[src/rtl/cawf_pkg.sv]
package cawf_pkg;

	localparam logic [3:0] ACT_ADD   = 4'd0;
	localparam logic [3:0] ACT_ADC   = 4'd1;
	localparam logic [3:0] ACT_SUB   = 4'd2;
	localparam logic [3:0] ACT_SBC   = 4'd3;
	localparam logic [3:0] ACT_INC8  = 4'd4;
	localparam logic [3:0] ACT_DEC8  = 4'd5;
	localparam logic [3:0] ACT_ADD16 = 4'd6;
	localparam logic [3:0] ACT_INC16 = 4'd7;
	localparam logic [3:0] ACT_DEC16 = 4'd8;
	localparam logic [3:0] ACT_ADDSP = 4'd9;
	localparam logic [3:0] ACT_CCF   = 4'd10;
	localparam logic [3:0] ACT_SCF   = 4'd11;

	typedef struct packed {
		logic [3:0]  action;
		logic [15:0] operand_a;
		logic [15:0] operand_b;
	} in_item_t;

	typedef struct packed {
		logic [15:0] result;
		logic        zero_flag;
		logic        subtract_flag;
		logic        half_flag;
		logic        carry_flag;
	} out_item_t;

	typedef struct packed {
		logic z;
		logic n;
		logic h;
		logic c;
	} flags_t;

endpackage

[src/rtl/cawf_alu.sv]
module cawf_alu (
	input  cawf_pkg::in_item_t  item,
	input  cawf_pkg::flags_t    flags,
	output logic [15:0]         result,
	output cawf_pkg::flags_t    flags_next
);

	logic [7:0]  a8;
	logic [7:0]  b8;
	logic [7:0]  rhs8;
	logic        cin;
	logic [8:0]  add9;
	logic [4:0]  add_nib;
	logic [8:0]  sub9;
	logic [4:0]  sub_nib;
	logic [16:0] add17;
	logic [12:0] add13;
	logic [15:0] sp_sum;
	logic [4:0]  sp_nib;
	logic [8:0]  sp_byte;

	assign a8 = item.operand_a[7:0];
	assign b8 = item.operand_b[7:0];

	// Byte increment and decrement reuse the byte adder and subtractor with a constant one.
	assign rhs8 = (item.action == cawf_pkg::ACT_INC8 || item.action == cawf_pkg::ACT_DEC8)
		? 8'd1 : b8;
	assign cin = (item.action == cawf_pkg::ACT_ADC || item.action == cawf_pkg::ACT_SBC)
		? flags.c : 1'b0;

	assign add9    = {1'b0, a8} + {1'b0, rhs8} + {8'd0, cin};
	assign add_nib = {1'b0, a8[3:0]} + {1'b0, rhs8[3:0]} + {4'd0, cin};
	// The top bit of a one-bit-wider difference is the borrow out.
	assign sub9    = {1'b0, a8} - {1'b0, rhs8} - {8'd0, cin};
	assign sub_nib = {1'b0, a8[3:0]} - {1'b0, rhs8[3:0]} - {4'd0, cin};

	assign add17 = {1'b0, item.operand_a} + {1'b0, item.operand_b};
	assign add13 = {1'b0, item.operand_a[11:0]} + {1'b0, item.operand_b[11:0]};

	assign sp_sum  = item.operand_a + {{8{b8[7]}}, b8};
	assign sp_nib  = {1'b0, a8[3:0]} + {1'b0, b8[3:0]};
	assign sp_byte = {1'b0, a8} + {1'b0, b8};

	always_comb begin
		result     = item.operand_a;
		flags_next = flags;
		unique case (item.action) inside
			cawf_pkg::ACT_ADD, cawf_pkg::ACT_ADC, cawf_pkg::ACT_INC8: begin
				result       = {8'd0, add9[7:0]};
				flags_next.z = (add9[7:0] == 8'd0);
				flags_next.n = 1'b0;
				flags_next.h = add_nib[4];
				flags_next.c = (item.action == cawf_pkg::ACT_INC8) ? flags.c : add9[8];
			end
			cawf_pkg::ACT_SUB, cawf_pkg::ACT_SBC, cawf_pkg::ACT_DEC8: begin
				result       = {8'd0, sub9[7:0]};
				flags_next.z = (sub9[7:0] == 8'd0);
				flags_next.n = 1'b1;
				flags_next.h = sub_nib[4];
				flags_next.c = (item.action == cawf_pkg::ACT_DEC8) ? flags.c : sub9[8];
			end
			cawf_pkg::ACT_ADD16: begin
				result       = add17[15:0];
				flags_next.n = 1'b0;
				flags_next.h = add13[12];
				flags_next.c = add17[16];
			end
			cawf_pkg::ACT_INC16: begin
				result = item.operand_a + 16'd1;
			end
			cawf_pkg::ACT_DEC16: begin
				result = item.operand_a - 16'd1;
			end
			cawf_pkg::ACT_ADDSP: begin
				result       = sp_sum;
				flags_next.z = 1'b0;
				flags_next.n = 1'b0;
				flags_next.h = sp_nib[4];
				flags_next.c = sp_byte[8];
			end
			cawf_pkg::ACT_CCF: begin
				flags_next.n = 1'b0;
				flags_next.h = 1'b0;
				flags_next.c = ~flags.c;
			end
			cawf_pkg::ACT_SCF: begin
				flags_next.n = 1'b0;
				flags_next.h = 1'b0;
				flags_next.c = 1'b1;
			end
			default: begin
				// Unassigned codes pass operand_a through and keep the flags.
				result     = item.operand_a;
				flags_next = flags;
			end
		endcase
	end

endmodule

[src/rtl/cpu_alu_with_flags.sv]
// Arithmetic unit of an 8-bit CPU with a stored Z/N/H/C flag register.
// Input channel: in_valid/in_ready carry one beat of in_data (action and
// two 16-bit operands). Output channel: out_valid/out_ready carry one beat
// of out_data (16-bit result and the four flags after the operation).
// Every input beat yields exactly one output beat, in order.
// An accepted beat sits in the input register, the operation and flag logic
// run between that register and the output register, and the result is
// offered from the output register.
// Throughput is one beat per cycle unless out_ready stalls; the flag register
// is written as a beat moves into the output register, so the next beat sees
// the new carry. When the receiver stalls, the output register holds its beat
// and the input register takes one more; in_ready then drops until out_ready
// returns. Reset clears both valid bits and the flag register to all zero.
module cpu_alu_with_flags (
	input  logic                 clk,
	input  logic                 arst_n,
	input  logic                 in_valid,
	output logic                 in_ready,
	input  cawf_pkg::in_item_t   in_data,
	output logic                 out_valid,
	input  logic                 out_ready,
	output cawf_pkg::out_item_t  out_data
);

	logic                 valid_s1;
	cawf_pkg::in_item_t   item_s1;
	logic                 valid_q;
	cawf_pkg::out_item_t  out_q;
	cawf_pkg::flags_t     flags_q;
	logic [15:0]          alu_result;
	cawf_pkg::flags_t     alu_flags;
	logic                 advance;

	cawf_alu u_alu (
		.item       (item_s1),
		.flags      (flags_q),
		.result     (alu_result),
		.flags_next (alu_flags)
	);

	assign advance  = valid_s1 && (!valid_q || out_ready);
	assign in_ready = !valid_s1 || advance;

	always_ff @(posedge clk or negedge arst_n) begin
		if (!arst_n) begin
			valid_s1 <= 1'b0;
			valid_q  <= 1'b0;
			flags_q  <= '0;
		end else begin
			if (in_ready) begin
				valid_s1 <= in_valid;
			end
			if (advance) begin
				valid_q <= 1'b1;
				flags_q <= alu_flags;
			end else if (out_ready) begin
				valid_q <= 1'b0;
			end
		end
	end

	always_ff @(posedge clk) begin
		if (in_ready && in_valid) begin
			item_s1 <= in_data;
		end
		if (advance) begin
			out_q.result        <= alu_result;
			out_q.zero_flag     <= alu_flags.z;
			out_q.subtract_flag <= alu_flags.n;
			out_q.half_flag     <= alu_flags.h;
			out_q.carry_flag    <= alu_flags.c;
		end
	end

	assign out_valid = valid_q;
	assign out_data  = out_q;

`ifndef NO_ASSERTIONS
	a_flags_hold: assert property (@(posedge clk) disable iff (!arst_n)
		!advance |=> $stable(flags_q))
		else $error("flag register changed without a beat moving to the output");

	a_flags_match_out: assert property (@(posedge clk) disable iff (!arst_n)
		advance |=> (out_q.zero_flag == flags_q.z && out_q.subtract_flag == flags_q.n &&
			out_q.half_flag == flags_q.h && out_q.carry_flag == flags_q.c))
		else $error("output flags differ from the stored flag register");

	a_wide_step_keeps_flags: assert property (@(posedge clk) disable iff (!arst_n)
		advance && (item_s1.action == cawf_pkg::ACT_INC16 ||
			item_s1.action == cawf_pkg::ACT_DEC16) |=> flags_q == $past(flags_q))
		else $error("16-bit increment or decrement altered the flags");
`endif

endmodule
[config.mk]
export PLATFORM = sky130hd
export DESIGN_NAME = cpu_alu_with_flags
export DESIGN_NICKNAME = d
export VERILOG_FILES = /design/src/rtl/cawf_pkg.sv /design/src/rtl/cawf_alu.sv /design/src/rtl/cpu_alu_with_flags.sv
export SDC_FILE = /design/constraint.sdc
export NUM_CORES = 1
export LEC_CHECK = 0
export BUFFER_PORTS_ARGS = -buffer_cell sky130_fd_sc_hd__buf_2
export CELL_PAD_IN_SITES_DETAIL_PLACEMENT = 1
export CELL_PAD_IN_SITES_GLOBAL_PLACEMENT = 1
export CORE_MARGIN = 2
export CORE_UTILIZATION = 35
export DETAILED_ROUTE_END_ITERATION = 8
export PLACE_DENSITY = 0.71
export SLEW_MARGIN = 0
export SYNTH_ARGS = -nofsm -noshare
export SYNTH_HDL_FRONTEND = slang
export SYNTH_SLANG_ARGS = --single-unit
[constraint.sdc]
create_clock -name clk -period 6.9 [get_ports clk]
set_input_delay 1.035 -clock clk [delete_from_list [all_inputs] [get_ports clk]]
set_output_delay 1.035 -clock clk [all_outputs]
set_load 0.05 [all_outputs]
* Word-level counts from Yosys, hierarchy flattened *
Cells that the tools add are included.

operators by class
  mux-type cells = 9
  reductions and logical operators = 14
  equal/unequal tests = 11
  add/subtract/negate cells = 15
  bitwise gates (word level) = 1

operators by type and width
  operator               count
  $pmux 16 s6            1
  $add 8x8->9            2
  $pmux 3 s6             1
  $add 16x16->17         1
  $add 16x1->16 const B  1
  $add 16x16->16         1
  $eq 4x3->1 const B     4
  $eq 4x4->1 const B     4
  $logic_not 8->1        2
  $sub 16x1->16 const B  1
  $add 12x12->13         1
  $add 4x4->5            2
  $add 9x1->9            1
  $sub 8x8->9            1
  $sub 9x1->9            1
  $eq 4x2->1 const B     2
  $mux 8                 1
  $reduce_or 3->1        2
  $add 5x1->5            1
  $mux 1                 5
  $sub 4x4->5            1
  $sub 5x1->5            1
  $eq 4x1->1 const B     1
  $logic_not 4->1        1
  6 further kinds        11

word-level totals
  flip-flop bits (word level) = 62
  input bits = 40
  output and inout port bits = 22
  word-level logic and storage cells = 64

* Longest topological paths before layout *
  depth after elaboration = 7
  mapped depth = 16
  mapped depth without buffers = 14

* Hierarchy *
From an unflattened synthesis, not the netlist that was laid out.

second synthesis, totals
  cells, all modules = 502
  area, all modules = 4913.5 µm²

by module, submodules not included
  module              area each (µm²)  cells each  seq. area each (µm²)  times used
  cawf_alu            2965.3           429         0.0                   1
  cpu_alu_with_flags  1948.1           73          1831.8                1

* Least setup slack after synthesis *
Ideal clock, no wire load.

  path kind = register -> register
  start = register item_s1[34] (netlist bit)
  end = register out_q (netlist bit out_data[19]) (data pin)
  cell stages (with the launch flop) = 13
  required time = 6.639 ns
  slack = 3.401 ns
  buffers on the path = 1
  clock period less this slack = 3.499 ns
  setup time = 0.261 ns
  arrival = 3.238 ns
  cell sequence = edfxtp_1 > clkbuf_1 > nor2_1 > nand2_1 > a21oi_1 > ha_1 > a21o_1 > a221o_1 > a41oi_1 > o31a_1 > xnor2_1 > o21ai_0 > a221o_1

on the way
  longest elaborated chain between the ends = 3
  elaborated cells between the ends (all ways) = 13
  those cells by class = eq/ne: 9; mux: 1; reduce/logical: 3

RTL lines
  element                             line                      text
  from (decl)                         cpu_alu_with_flags.sv:26  cawf_pkg::in_item_t item_s1;
  from (signal assigned)              cpu_alu_with_flags.sv:64  item_s1 <= in_data;
  $eq 4x2->1 (tied with other cells)  -
  $reduce_or 3->1                     cawf_alu.sv:47            unique case (item.action) inside
  $pmux 16 s6 *                       cawf_alu.sv:47
  named net alu_result[15]            cpu_alu_with_flags.sv:30  logic [15:0] alu_result;
  to (decl)                           cpu_alu_with_flags.sv:28  cawf_pkg::out_item_t out_q;

Mark *: on every way through the listed nets, which the timed path passes. The rest lies on a longest branch.
A chain may end at the register's enable or synchronous reset.

* Final worst setup path *
  start = register item_s1[33] (netlist bit)
  end = register out_q (netlist bit out_data[19]) (data pin)

The elaborated chain is that of the path after synthesis.

==> metrics <==
TritonCTS Buffers 9; Slew @ Worst Pin 1.17 ns; synthesized area per cell 9.71 sq um; Area contributors post-synth edfxtp_1 (34%), ha_1 (13%), a21oi_1 (4.4%), xnor2_1 (3.4%), xor2_1 (3.2%); CP endpoint kind register; RSZ-0062 raised after global routing false; P&R area growth vs syn 16.4%; final setup violation count 0; Max FO, Critical Path 17; Worst VDD drop 0.172 mV; Die ar. 14,900 sq um; count of cell types in the netlist 61; Hold Buf Count CTS 0; Placed Area 5390 sq um; grt total ovfl 0; Worst-Skew Late Latency 0.34 ns; PnR worst setup slack 2.71 ns; final wirelength 13.9 mm; Final Hold Viols 0; # port buffers 61; # rows 43; Tmin final 4.19 ns; DR pass1 iterations 5; Seq cells post-synth 62; antenna cells 0; worst path cell trace nor2_1, nand2_1, a21oi_1, ha_1, a21o_1, a221o_1, a41oi_1, o31a_1, xnor2_1, o21ai_0, a221o_1; Avg WL per Cell 18.4 microns; nets 665; status finished clean; Largest delay share family, worst path compound AO/OA/AOI/OAI gates; Async SR Flop Fraction 0.0968; Final TNS setup 0 ns; initial DRC count 194; clk sinks 62; Crit path required time 6.99 ns; CP most frequent cell a221o_1; mapped cell area 4890 sq um; Routed Antenna Nets 0; CTS tree yes; cell taking the most area after synthesis edfxtp_1; clk buf depth 2; CP peak stage delay 0.72 ns; CP Data Arrival Time 4.29 ns; Max H-tree Level 3; final core occ 0.414; Slew Viols, Final 0; Placed Cells 736; CP max stage cell a21oi_1; synthesized net count 602; clock root buffer clkbuf_16; LEAKAGE 2.45 nW; CORE AREA 13,800 sq um; type of the worst setup path register to register; gpl congestion 0.932; Die X 122 microns; total routing usage reported by global routing 0.196; top cell type's share of synthesized area 0.344; # DRC 0; post-CTS setup buffers 0; clock-pin transition on the worst setup and hold timing paths 0.06 ns; Place WS 2.75 ns; hpwl dp 11.0 mm; largest net degree at the start of global routing 37; cell with the most instances after synthesis edfxtp_1; clock skew 0.00682 ns; share of layout cells above drive strength 1 0.159; Fmax 0.238 GHz; Final period util 0.608; number of global-route vias before repair 4,245; CP bufs+invs 0; fin area 5700 sq um; hold crit path type register to register; antenna violations before repair 0; sequential-to-total area share from yosys stat 0.374; via count 4,081; CP Launch Type register; Pwr per Cell Area 238 nW/um^2; Via density 5.43; Post-Syn Instances 504; synth cell count leaders edfxtp_1 (56), ha_1 (52), a21oi_1 (43); Initial Util 0.355; first-pass GRT wire length 22.3 mm; Syn. warnings 0; Post-synth top flop edfxtp_1; post-CTS sizing 0; MaxCap Viol Count 0; number of synthesized flops with an enable pin 56; final non-filler cell total 752; slew margin rel. 0.217; I/O pin total 62; Die Y 122 microns
[layer usage]
metal	up-vias	GRT usage	share of wire
li1	2010	-	-
met1	1987	0.264	0.47
met2	69	0.317	0.47
met3	15	0.0386	0.039
met4	0	0.0589	0.016
met5	-	0	0
[per-stage QoR]
stage                     power [mW]  hold slack (ns)
final                           1.35            0.492
after global routing            1.43            0.507
after CTS                       1.36            0.501
after detailed placement       0.894            0.485
after global placement         0.880            0.457
after floorplan                0.784            0.449
[cell usage in the layout (no fill, tap or decap), types with 9 or more instances in the layout]
master,synthesis,layout
inv_1,39,39
a21o_1,14,14
nand2b_1,9,9
edfxtp_1,56,56
xor2_1,18,18
buf_2,1,61
o21ai_0,27,26
a31oi_1,10,10
clkbuf_16,0,9
nand2_1,30,30
a21oi_1,43,43
nand3_1,13,13
nor2_1,36,36
ha_1,52,52
xnor2_1,19,19
[state kept, by name (all words and copies together), names as in the netlist]
signal and flops:
item_s1 36, out_data 20, flags_q 4, out_valid 1, valid_s1 1
[where the power goes]
group	internal (mW)	switching, mW	total [mW]
registers	0.453	0.0258	0.479
logic	0.148	0.262	0.410
clock network	0.299	0.165	0.464
[area by class of cell]
class	instances	area (sq um)
Clock buffer	13	260
Clock inverter	3	43.8
Fill cell	1620	8080
Inverter	39	146
Multi-Input combinational cell	391	2860
Sequential cell	62	1830
Tap cell	180	225
Timing Repair Buffer	64	328
[path summary, 6_finish.rpt]
kind / from / to / slack [ns] / depth (start not counted)
worst max-delay path: item_s1[33]$_DFFE_PP_ / out_data[19]$_DFFE_PP_ / 2.71 / 11
worst min-delay path: valid_s1$_DFFE_PN0N_ / out_valid$_DFFE_PN0P_ / 0.49 / 1
worst max register to register: item_s1[33]$_DFFE_PP_ / out_data[19]$_DFFE_PP_ / 2.71 / 11
worst min register to register: valid_s1$_DFFE_PN0N_ / out_valid$_DFFE_PN0P_ / 0.49 / 1
max in group asynchronous: arst_n / out_valid$_DFFE_PN0P_ / 6.24 / 1
min in group asynchronous: arst_n / flags_q[3]$_DFFE_PN0P_ / 0.51 / 1
[cell families (layout without fill, tap and decap cells)]
| logic type | Yosys count | after routing | synth area share |
|---|---|---|---|
| buf+inv | 51 | 119 | 0.0409 |
| xor+xnor | 37 | 37 | 0.0662 |
| flops | 62 | 62 | 0.374 |
| fa+ha+maj | 58 | 58 | 0.158 |
| mux | 5 | 5 | 0.0110 |
| compound gates | 154 | 154 | 0.207 |
| simple gates | 137 | 137 | 0.143 |
Power figures use the tool's default switching activity.
